<file path="src/hw/rtl/dci_pkg.sv">
// Shared types, constants and table functions for the date calendar block.
// Used by the interfaces, the three pipeline stages and the top level.
// No dependencies.
package dci_pkg;

  localparam int unsigned DayW   = 6;
  localparam int unsigned MonthW = 4;
  localparam int unsigned YearW  = 14;
  localparam int unsigned CentW  = 8;
  localparam int unsigned DoyW   = 9;
  localparam int unsigned DowW   = 3;
  localparam int unsigned WoyW   = 6;
  localparam int unsigned ZsumW  = 11;
  localparam int unsigned ZtermW = 6;

  localparam logic [YearW-1:0] YearMin = 14'd1000;
  localparam logic [YearW-1:0] YearMax = 14'd9999;

  localparam logic [MonthW-1:0] MonJan = 4'd1;
  localparam logic [MonthW-1:0] MonFeb = 4'd2;
  localparam logic [MonthW-1:0] MonDec = 4'd12;

  // Division by 100 as a multiplication by a scaled reciprocal.
  localparam int unsigned      Div100Shift = 19;
  localparam logic [12:0]      Div100Mul   = 13'd5243;
  localparam int unsigned      Div100ProdW = YearW + 13;
  localparam logic [YearW-1:0] Hundred     = 14'd100;

  // Division by 7 for the week number, valid for dividends below 512.
  localparam int unsigned Div7Shift = 11;
  localparam logic [8:0]  Div7Mul   = 9'd293;
  localparam int unsigned Div7ProdW = DoyW + 9;

  localparam logic [DowW-1:0] Seven = 3'd7;

  typedef struct packed {
    logic [DayW-1:0]   day_of_month;
    logic [MonthW-1:0] month_number;
    logic [YearW-1:0]  year_number;
  } dci_req_t;

  typedef struct packed {
    logic            date_valid;
    logic [DoyW-1:0] day_of_year;
    logic [DowW-1:0] day_of_week;
    logic [WoyW-1:0] week_of_year;
  } dci_rsp_t;

  typedef struct packed {
    logic [DayW-1:0]   day;
    logic [MonthW-1:0] month;
    logic [YearW-1:0]  year;
    logic [YearW-1:0]  year_z;
    logic [CentW-1:0]  cent;
    logic [CentW-1:0]  cent_z;
    logic              base_ok;
  } dci_s1_t;

  typedef struct packed {
    logic             date_ok;
    logic [DoyW-1:0]  doy;
    logic [ZsumW-1:0] zsum;
  } dci_s2_t;

  function automatic logic [4:0] month_len(input logic [MonthW-1:0] m);
    logic [4:0] r;
    unique case (m)
      4'd1, 4'd3, 4'd5, 4'd7, 4'd8, 4'd10, 4'd12: r = 5'd31;
      4'd4, 4'd6, 4'd9, 4'd11:                    r = 5'd30;
      4'd2:                                       r = 5'd28;
      default:                                    r = 5'd0;
    endcase
    return r;
  endfunction

  function automatic logic [DoyW-1:0] days_before(input logic [MonthW-1:0] m);
    logic [DoyW-1:0] r;
    unique case (m)
      4'd1:    r = 9'd0;
      4'd2:    r = 9'd31;
      4'd3:    r = 9'd59;
      4'd4:    r = 9'd90;
      4'd5:    r = 9'd120;
      4'd6:    r = 9'd151;
      4'd7:    r = 9'd181;
      4'd8:    r = 9'd212;
      4'd9:    r = 9'd243;
      4'd10:   r = 9'd273;
      4'd11:   r = 9'd304;
      4'd12:   r = 9'd334;
      default: r = 9'd0;
    endcase
    return r;
  endfunction

  // Month term of Zeller's congruence, with January and February taken
  // as months 13 and 14 of the previous year.
  function automatic logic [ZtermW-1:0] zeller_term(input logic [MonthW-1:0] m);
    logic [ZtermW-1:0] r;
    unique case (m)
      4'd1:    r = 6'd36;
      4'd2:    r = 6'd39;
      4'd3:    r = 6'd10;
      4'd4:    r = 6'd13;
      4'd5:    r = 6'd15;
      4'd6:    r = 6'd18;
      4'd7:    r = 6'd20;
      4'd8:    r = 6'd23;
      4'd9:    r = 6'd26;
      4'd10:   r = 6'd28;
      4'd11:   r = 6'd31;
      4'd12:   r = 6'd33;
      default: r = 6'd0;
    endcase
    return r;
  endfunction

endpackage

</file>
<file path="src/hw/rtl/dci_req_if.sv">
// Request channel carrying one date with a valid/ready handshake.
// Depends on dci_pkg for the field widths.
interface dci_req_if;
  import dci_pkg::*;

  logic              valid;
  logic              ready;
  logic [DayW-1:0]   day_of_month;
  logic [MonthW-1:0] month_number;
  logic [YearW-1:0]  year_number;

  modport source (output valid, day_of_month, month_number, year_number, input ready);
  modport sink   (input valid, day_of_month, month_number, year_number, output ready);
endinterface

</file>
<file path="src/hw/rtl/dci_rsp_if.sv">
// Response channel carrying the calendar facts with a valid/ready handshake.
// Depends on dci_pkg for the field widths.
interface dci_rsp_if;
  import dci_pkg::*;

  logic            valid;
  logic            ready;
  logic            date_valid;
  logic [DoyW-1:0] day_of_year;
  logic [DowW-1:0] day_of_week;
  logic [WoyW-1:0] week_of_year;

  modport source (output valid, date_valid, day_of_year, day_of_week, week_of_year,
                  input ready);
  modport sink   (input valid, date_valid, day_of_year, day_of_week, week_of_year,
                  output ready);
endinterface

</file>
<file path="src/hw/rtl/dci_split.sv">
// First stage: range checks and the division of the year by 100.
// Depends on dci_pkg.
module dci_split (
  input  logic              clk_i,
  input  logic              rst_ni,
  input  logic              valid_i,
  output logic              ready_o,
  input  dci_pkg::dci_req_t data_i,
  output logic              valid_o,
  input  logic              ready_i,
  output dci_pkg::dci_s1_t  data_o
);
  import dci_pkg::*;

  logic                   valid_q;
  dci_s1_t                data_d, data_q;
  logic [YearW-1:0]       year_z;
  logic [Div100ProdW-1:0] prod_y, prod_z;

  assign year_z = (data_i.month_number <= MonFeb) ? data_i.year_number - 14'd1
                                                  : data_i.year_number;
  assign prod_y = Div100ProdW'(data_i.year_number) * Div100ProdW'(Div100Mul);
  assign prod_z = Div100ProdW'(year_z) * Div100ProdW'(Div100Mul);

  always_comb begin
    data_d.day     = data_i.day_of_month;
    data_d.month   = data_i.month_number;
    data_d.year    = data_i.year_number;
    data_d.year_z  = year_z;
    data_d.cent    = prod_y[Div100Shift +: CentW];
    data_d.cent_z  = prod_z[Div100Shift +: CentW];
    data_d.base_ok = (data_i.month_number >= MonJan) && (data_i.month_number <= MonDec) &&
                     (data_i.year_number >= YearMin) && (data_i.year_number <= YearMax) &&
                     (data_i.day_of_month != '0);
  end

  assign ready_o = !valid_q || ready_i;
  assign valid_o = valid_q;
  assign data_o  = data_q;

  always_ff @(posedge clk_i or negedge rst_ni) begin
    if (!rst_ni) begin
      valid_q <= 1'b0;
    end else if (ready_o) begin
      valid_q <= valid_i;
    end
  end

  always_ff @(posedge clk_i) begin
    if (ready_o && valid_i) begin
      data_q <= data_d;
    end
  end
endmodule

</file>
<file path="src/hw/rtl/dci_calc.sv">
// Second stage: leap year, day check, ordinal day and the Zeller sum.
// Depends on dci_pkg.
module dci_calc (
  input  logic             clk_i,
  input  logic             rst_ni,
  input  logic             valid_i,
  output logic             ready_o,
  input  dci_pkg::dci_s1_t data_i,
  output logic             valid_o,
  input  logic             ready_i,
  output dci_pkg::dci_s2_t data_o
);
  import dci_pkg::*;

  logic             valid_q;
  dci_s2_t          data_d, data_q;
  logic [YearW-1:0] rem_y, rem_z;
  logic [6:0]       yy, yy_z;
  logic             leap;
  logic [4:0]       lim;

  assign rem_y = data_i.year   - YearW'(data_i.cent)   * Hundred;
  assign rem_z = data_i.year_z - YearW'(data_i.cent_z) * Hundred;
  assign yy    = rem_y[6:0];
  assign yy_z  = rem_z[6:0];
  assign leap  = (data_i.year[1:0] == 2'b00) && ((yy != '0) || (data_i.cent[1:0] == 2'b00));
  assign lim   = ((data_i.month == MonFeb) && leap) ? 5'd29 : month_len(data_i.month);

  always_comb begin
    data_d.date_ok = data_i.base_ok && (data_i.day <= DayW'(lim));
    data_d.doy     = days_before(data_i.month) + DoyW'(data_i.day) +
                     DoyW'((data_i.month > MonFeb) && leap);
    data_d.zsum    = ZsumW'(data_i.day) + ZsumW'(zeller_term(data_i.month)) +
                     ZsumW'(yy_z) + ZsumW'(yy_z >> 2) + ZsumW'(data_i.cent_z >> 2) +
                     (ZsumW'(data_i.cent_z) << 2) + ZsumW'(data_i.cent_z);
  end

  assign ready_o = !valid_q || ready_i;
  assign valid_o = valid_q;
  assign data_o  = data_q;

  always_ff @(posedge clk_i or negedge rst_ni) begin
    if (!rst_ni) begin
      valid_q <= 1'b0;
    end else if (ready_o) begin
      valid_q <= valid_i;
    end
  end

  always_ff @(posedge clk_i) begin
    if (ready_o && valid_i) begin
      data_q <= data_d;
    end
  end
endmodule

</file>
<file path="src/hw/rtl/dci_fin.sv">
// Third stage and output register: weekday modulo 7 and week number.
// Depends on dci_pkg.
module dci_fin (
  input  logic              clk_i,
  input  logic              rst_ni,
  input  logic              valid_i,
  output logic              ready_o,
  input  dci_pkg::dci_s2_t  data_i,
  output logic              valid_o,
  input  logic              ready_i,
  output dci_pkg::dci_rsp_t data_o
);
  import dci_pkg::*;

  logic                 valid_q;
  dci_rsp_t             data_d, data_q;
  logic [4:0]           fold1;
  logic [3:0]           fold2;
  logic [DowW-1:0]      dow;
  logic [DoyW-1:0]      doy_up;
  logic [Div7ProdW-1:0] prod_w;

  // Powers of eight are one modulo seven, so octal digits can be summed.
  assign fold1 = 5'(data_i.zsum[2:0]) + 5'(data_i.zsum[5:3]) +
                 5'(data_i.zsum[8:6]) + 5'(data_i.zsum[10:9]);
  assign fold2 = 4'(fold1[2:0]) + 4'(fold1[4:3]);
  assign dow   = (fold2 >= 4'(Seven)) ? DowW'(fold2 - 4'(Seven)) : DowW'(fold2);

  assign doy_up = data_i.doy + 9'd6;
  assign prod_w = Div7ProdW'(doy_up) * Div7ProdW'(Div7Mul);

  always_comb begin
    data_d.date_valid   = data_i.date_ok;
    data_d.day_of_year  = data_i.date_ok ? data_i.doy : '0;
    data_d.day_of_week  = data_i.date_ok ? dow : '0;
    data_d.week_of_year = data_i.date_ok ? prod_w[Div7Shift +: WoyW] : '0;
  end

  assign ready_o = !valid_q || ready_i;
  assign valid_o = valid_q;
  assign data_o  = data_q;

  always_ff @(posedge clk_i or negedge rst_ni) begin
    if (!rst_ni) begin
      valid_q <= 1'b0;
    end else if (ready_o) begin
      valid_q <= valid_i;
    end
  end

  always_ff @(posedge clk_i) begin
    if (ready_o && valid_i) begin
      data_q <= data_d;
    end
  end
endmodule

</file>
<file path="src/hw/rtl/date_calendar_info_core.sv">
// Top level of the date calendar block: three-stage pipeline.
// Depends on dci_pkg, dci_req_if, dci_rsp_if, dci_split, dci_calc and dci_fin.
//
// Usage: a request on req_i carries one Gregorian date (day, month, year).
// For each request the block returns exactly one response on rsp_o, in
// order: date_valid, and for a valid date the day of the year, the Zeller
// weekday (0 is Saturday) and the week of the year; for an invalid date the
// three fields are zero.
// Each request passes through the three register stages (year division,
// calendar sums, weekday and week reduction) before its response appears
// on rsp_o. Throughput is one request per cycle while rsp_o.ready is high.
// Reset clears the valid bits of all stages; no clearing pass is needed.
// When the receiver holds rsp_o.ready low the response stays stable and
// each stage keeps accepting until it holds a request of its own, so up to
// three requests are held before req_i.ready falls; nothing is lost.
module date_calendar_info_core (
  input logic   clk_i,
  input logic   rst_ni,
  dci_req_if.sink   req_i,
  dci_rsp_if.source rsp_o
);
  import dci_pkg::*;

  dci_req_t req;
  dci_s1_t  s1_data;
  dci_s2_t  s2_data;
  dci_rsp_t rsp;
  logic     s1_valid, s1_ready;
  logic     s2_valid, s2_ready;

  assign req.day_of_month = req_i.day_of_month;
  assign req.month_number = req_i.month_number;
  assign req.year_number  = req_i.year_number;

  dci_split u_split (
    .clk_i   (clk_i),
    .rst_ni  (rst_ni),
    .valid_i (req_i.valid),
    .ready_o (req_i.ready),
    .data_i  (req),
    .valid_o (s1_valid),
    .ready_i (s1_ready),
    .data_o  (s1_data)
  );

  dci_calc u_calc (
    .clk_i   (clk_i),
    .rst_ni  (rst_ni),
    .valid_i (s1_valid),
    .ready_o (s1_ready),
    .data_i  (s1_data),
    .valid_o (s2_valid),
    .ready_i (s2_ready),
    .data_o  (s2_data)
  );

  dci_fin u_fin (
    .clk_i   (clk_i),
    .rst_ni  (rst_ni),
    .valid_i (s2_valid),
    .ready_o (s2_ready),
    .data_i  (s2_data),
    .valid_o (rsp_o.valid),
    .ready_i (rsp_o.ready),
    .data_o  (rsp)
  );

  assign rsp_o.date_valid   = rsp.date_valid;
  assign rsp_o.day_of_year  = rsp.day_of_year;
  assign rsp_o.day_of_week  = rsp.day_of_week;
  assign rsp_o.week_of_year = rsp.week_of_year;
endmodule

</file>
<file path="src/flat_wrapper.sv">
// flat-port wrapper written by rule: the top's interface ports become plain ports
module date_calendar_info_core_flat import dci_pkg::*;
  (clk_i, rst_ni, req_i_valid, req_i_day_of_month, req_i_month_number, req_i_year_number, req_i_ready, rsp_o_valid, rsp_o_date_valid, rsp_o_day_of_year, rsp_o_day_of_week, rsp_o_week_of_year, rsp_o_ready);
  dci_req_if req_i_i ();
  dci_rsp_if rsp_o_i ();
  input logic clk_i;
  input logic rst_ni;
  input wire logic [$bits(req_i_i.valid)-1:0] req_i_valid;
  input wire logic [$bits(req_i_i.day_of_month)-1:0] req_i_day_of_month;
  input wire logic [$bits(req_i_i.month_number)-1:0] req_i_month_number;
  input wire logic [$bits(req_i_i.year_number)-1:0] req_i_year_number;
  output wire logic [$bits(req_i_i.ready)-1:0] req_i_ready;
  output wire logic [$bits(rsp_o_i.valid)-1:0] rsp_o_valid;
  output wire logic [$bits(rsp_o_i.date_valid)-1:0] rsp_o_date_valid;
  output wire logic [$bits(rsp_o_i.day_of_year)-1:0] rsp_o_day_of_year;
  output wire logic [$bits(rsp_o_i.day_of_week)-1:0] rsp_o_day_of_week;
  output wire logic [$bits(rsp_o_i.week_of_year)-1:0] rsp_o_week_of_year;
  input wire logic [$bits(rsp_o_i.ready)-1:0] rsp_o_ready;
  assign req_i_i.valid = req_i_valid;
  assign req_i_i.day_of_month = req_i_day_of_month;
  assign req_i_i.month_number = req_i_month_number;
  assign req_i_i.year_number = req_i_year_number;
  assign req_i_ready = req_i_i.ready;
  assign rsp_o_valid = rsp_o_i.valid;
  assign rsp_o_date_valid = rsp_o_i.date_valid;
  assign rsp_o_day_of_year = rsp_o_i.day_of_year;
  assign rsp_o_day_of_week = rsp_o_i.day_of_week;
  assign rsp_o_week_of_year = rsp_o_i.week_of_year;
  assign rsp_o_i.ready = rsp_o_ready;
  date_calendar_info_core u_core (.clk_i(clk_i), .rst_ni(rst_ni), .req_i(req_i_i), .rsp_o(rsp_o_i));
endmodule
</file>
<file path="config.mk">
export PLATFORM = sky130hd
export DESIGN_NAME = date_calendar_info_core_flat
export DESIGN_NICKNAME = d
export VERILOG_FILES = /design/src/hw/rtl/dci_pkg.sv /design/src/hw/rtl/dci_req_if.sv /design/src/hw/rtl/dci_rsp_if.sv /design/src/hw/rtl/dci_split.sv /design/src/hw/rtl/dci_calc.sv /design/src/hw/rtl/dci_fin.sv /design/src/hw/rtl/date_calendar_info_core.sv /design/src/flat_wrapper.sv
export SDC_FILE = /design/constraint.sdc
export NUM_CORES = 1
export LEC_CHECK = 0
export BUFFER_PORTS_ARGS = -buffer_cell sky130_fd_sc_hd__buf_4
export CORE_ASPECT_RATIO = 1.1
export CORE_MARGIN = 2
export CORE_UTILIZATION = 30
export CTS_CLUSTER_DIAMETER = 150
export DETAILED_ROUTE_END_ITERATION = 7
export HOLD_SLACK_MARGIN = 0.06
export SYNTH_ARGS = -nofsm -noshare
export SYNTH_HDL_FRONTEND = slang
export SYNTH_HIERARCHICAL = 1
export SYNTH_SLANG_ARGS = --single-unit
</file>
<file path="constraint.sdc">
create_clock -name clk_i -period 12.26 [get_ports clk_i]
set_input_delay 0 -clock clk_i [delete_from_list [all_inputs] [get_ports clk_i]]
set_output_delay 0 -clock clk_i [all_outputs]
set_load 0.02 [all_outputs]
</file>
==> metrics <==
Antenna diodes 0; share of post-route cells with drive strength above 1 6.72%; CP arrival 6.92 ns; DRC viols 0; vias in the first global route 9623; CP peak stage delay 0.75 ns; Synth Area per Inst 10.5 um2; antenna-violating nets left 0; die boundary width 207 um; gr usage total 12.5%; startpoint type of the worst setup path input port; global route overflow 0; most frequent cells in the layout inv_1, ha_1, fa_1; Slew headroom 28.8%; Bufs on Longest Clock Path 2; die extent in y 227 um; full die area 47100 um2; Slew Limit Fails 0; Starting DRT DRC Count 413; Core ar. 44700 um2; final count of hold timing violations 0; drt wl/cell 14.3 um; first-pass GRT wire length 47400 um; CTS root buffer clkbuf_16; status finished, final reports clean; Worst Clk Skew 0.00729 ns; via/cell ratio 4.53; largest net degree at the start of global routing 39; clock sinks 81; Cells after Synth 1302; RSZ-0062 raised after global routing false; initial antenna violation count 0; final worst-path cycle share 55.8%; worst hold-check path type in -> reg; post-cts gate resize count 0; GP Congestion 0.918; crit path kind in -> reg; Port Buffers 48; worst setup path start req_i_year_number[2]; post-CTS setup buffers 0; Num CTS Buffers 9; mapped cell area 13600 um2; DR vias 8898; syn nets 1810; Clk Latency, worst-skew pair 0.34 ns; most frequent cell on the critical path inv_1; starting density of the core 30.5%; Crit. End Element flip-flop; H-tree levels 3; CP Max Fanout 8; CTS tree done; critical path's slowest cell xnor2_1; Post-Route WL 28100 um; commonest non-fill, non-tap cell in the layout inv_1; Hold Startpoint req_i_year_number[11]; YS warnings 6; hpwl dp 24500 um; number of detailed-routing iterations run before antenna repair 5; fin crit period 6.84 ns; Max-Cap Viols 0; Worst Path Required 12.34 ns; Tightest Pin Transition 1.06 ns; final setup fails 0; io pins 49; setup TNS 0 ns; RR Startpoint u_core/u_split/data_o[1]$_DFFE_PP_; P&R area growth vs syn 11.9%; FMAX 146 MHz; nets 1888; Rows 81; clock-pin slew on the worst setup and hold paths 0.05 ns
## worst paths after layout
kind                                                           end  slack (ns)  cells past startpoint
worst max-delay path            u_core/u_split/data_o[6]$_DFFE_PP_        5.42                     26
worst max register to register  u_core/u_calc/data_o[10]$_DFFE_PP_        6.75                     19
worst min register to register   u_core/u_calc/valid_o$_DFFE_PN0N_        0.48                      1
min in group asynchronous       u_core/u_split/valid_o$_DFFE_PN0N_        0.53                      3
max in group asynchronous         u_core/u_fin/valid_o$_DFFE_PN0N_       11.59                      3
worst min-delay path            u_core/u_split/data_o[0]$_DFFE_PP_        0.40                      4
## through the flow
step	instance area (um2)	hold slack (ns)	worst slack, ns	std cells	util (%)
after floorplan	13600	-0.296	6.41	1302	-
after global placement	14700	-0.208	5.81	1929	32.9
after detailed placement	14700	-0.207	5.69	1929	32.9
after CTS	15200	0.375	5.46	1965	34.1
after global routing	15200	0.428	4.96	1965	34.1
final	15200	0.402	5.42	1965	34.1
## layout make-up
type	instances	area [um2]
clock buffer	10	229
clock inverter	5	80.1
fill	4525	29500
inverter	334	1250
multi-input combinational	881	9930
sequential	81	2420
tap	581	727
timing repair buffer	73	601
## registers in the layout (all words and copies together), names as in the netlist
signal / count
u_core/u_calc/valid_o: 1
u_core/u_fin/valid_o: 1
u_core/u_split/valid_o: 1
u_core/u_calc/data_o: 21
u_core/u_fin/data_o: 19
u_core/u_split/data_o: 38
## routing by layer
| metal | GRT usage (%) | share of wire, % | routed length, um | up-vias |
|---|---|---|---|---|
| met5 | 0 | 0 | 0 | - |
| met3 | 1.43 | 2.5 | 705 | 31 |
| met1 | 15.8 | 46 | 12900 | 4357 |
| met4 | 3.34 | 2.0 | 565 | 0 |
| li1 | - | - | - | 4391 |
| met2 | 22.6 | 49 | 13900 | 119 |
## critical path, delay by kind of cell
kind / cells / cell delay [ns]
buf+inv: 8 / 1.25
fa+ha+maj: 7 / 2.84
simple gates: 2 / 0.62
compound gates: 7 / 1.38
xor+xnor: 2 / 0.84
## what timing repair did
action,CTS,global route
hold buffers,21,0
setup endpoints to repair,0,0
hold endpoints to repair,22,0
Power is left out: the tool's default activity adds up to more than one toggle a clock period on the data nets, which glitch-free logic cannot reach.
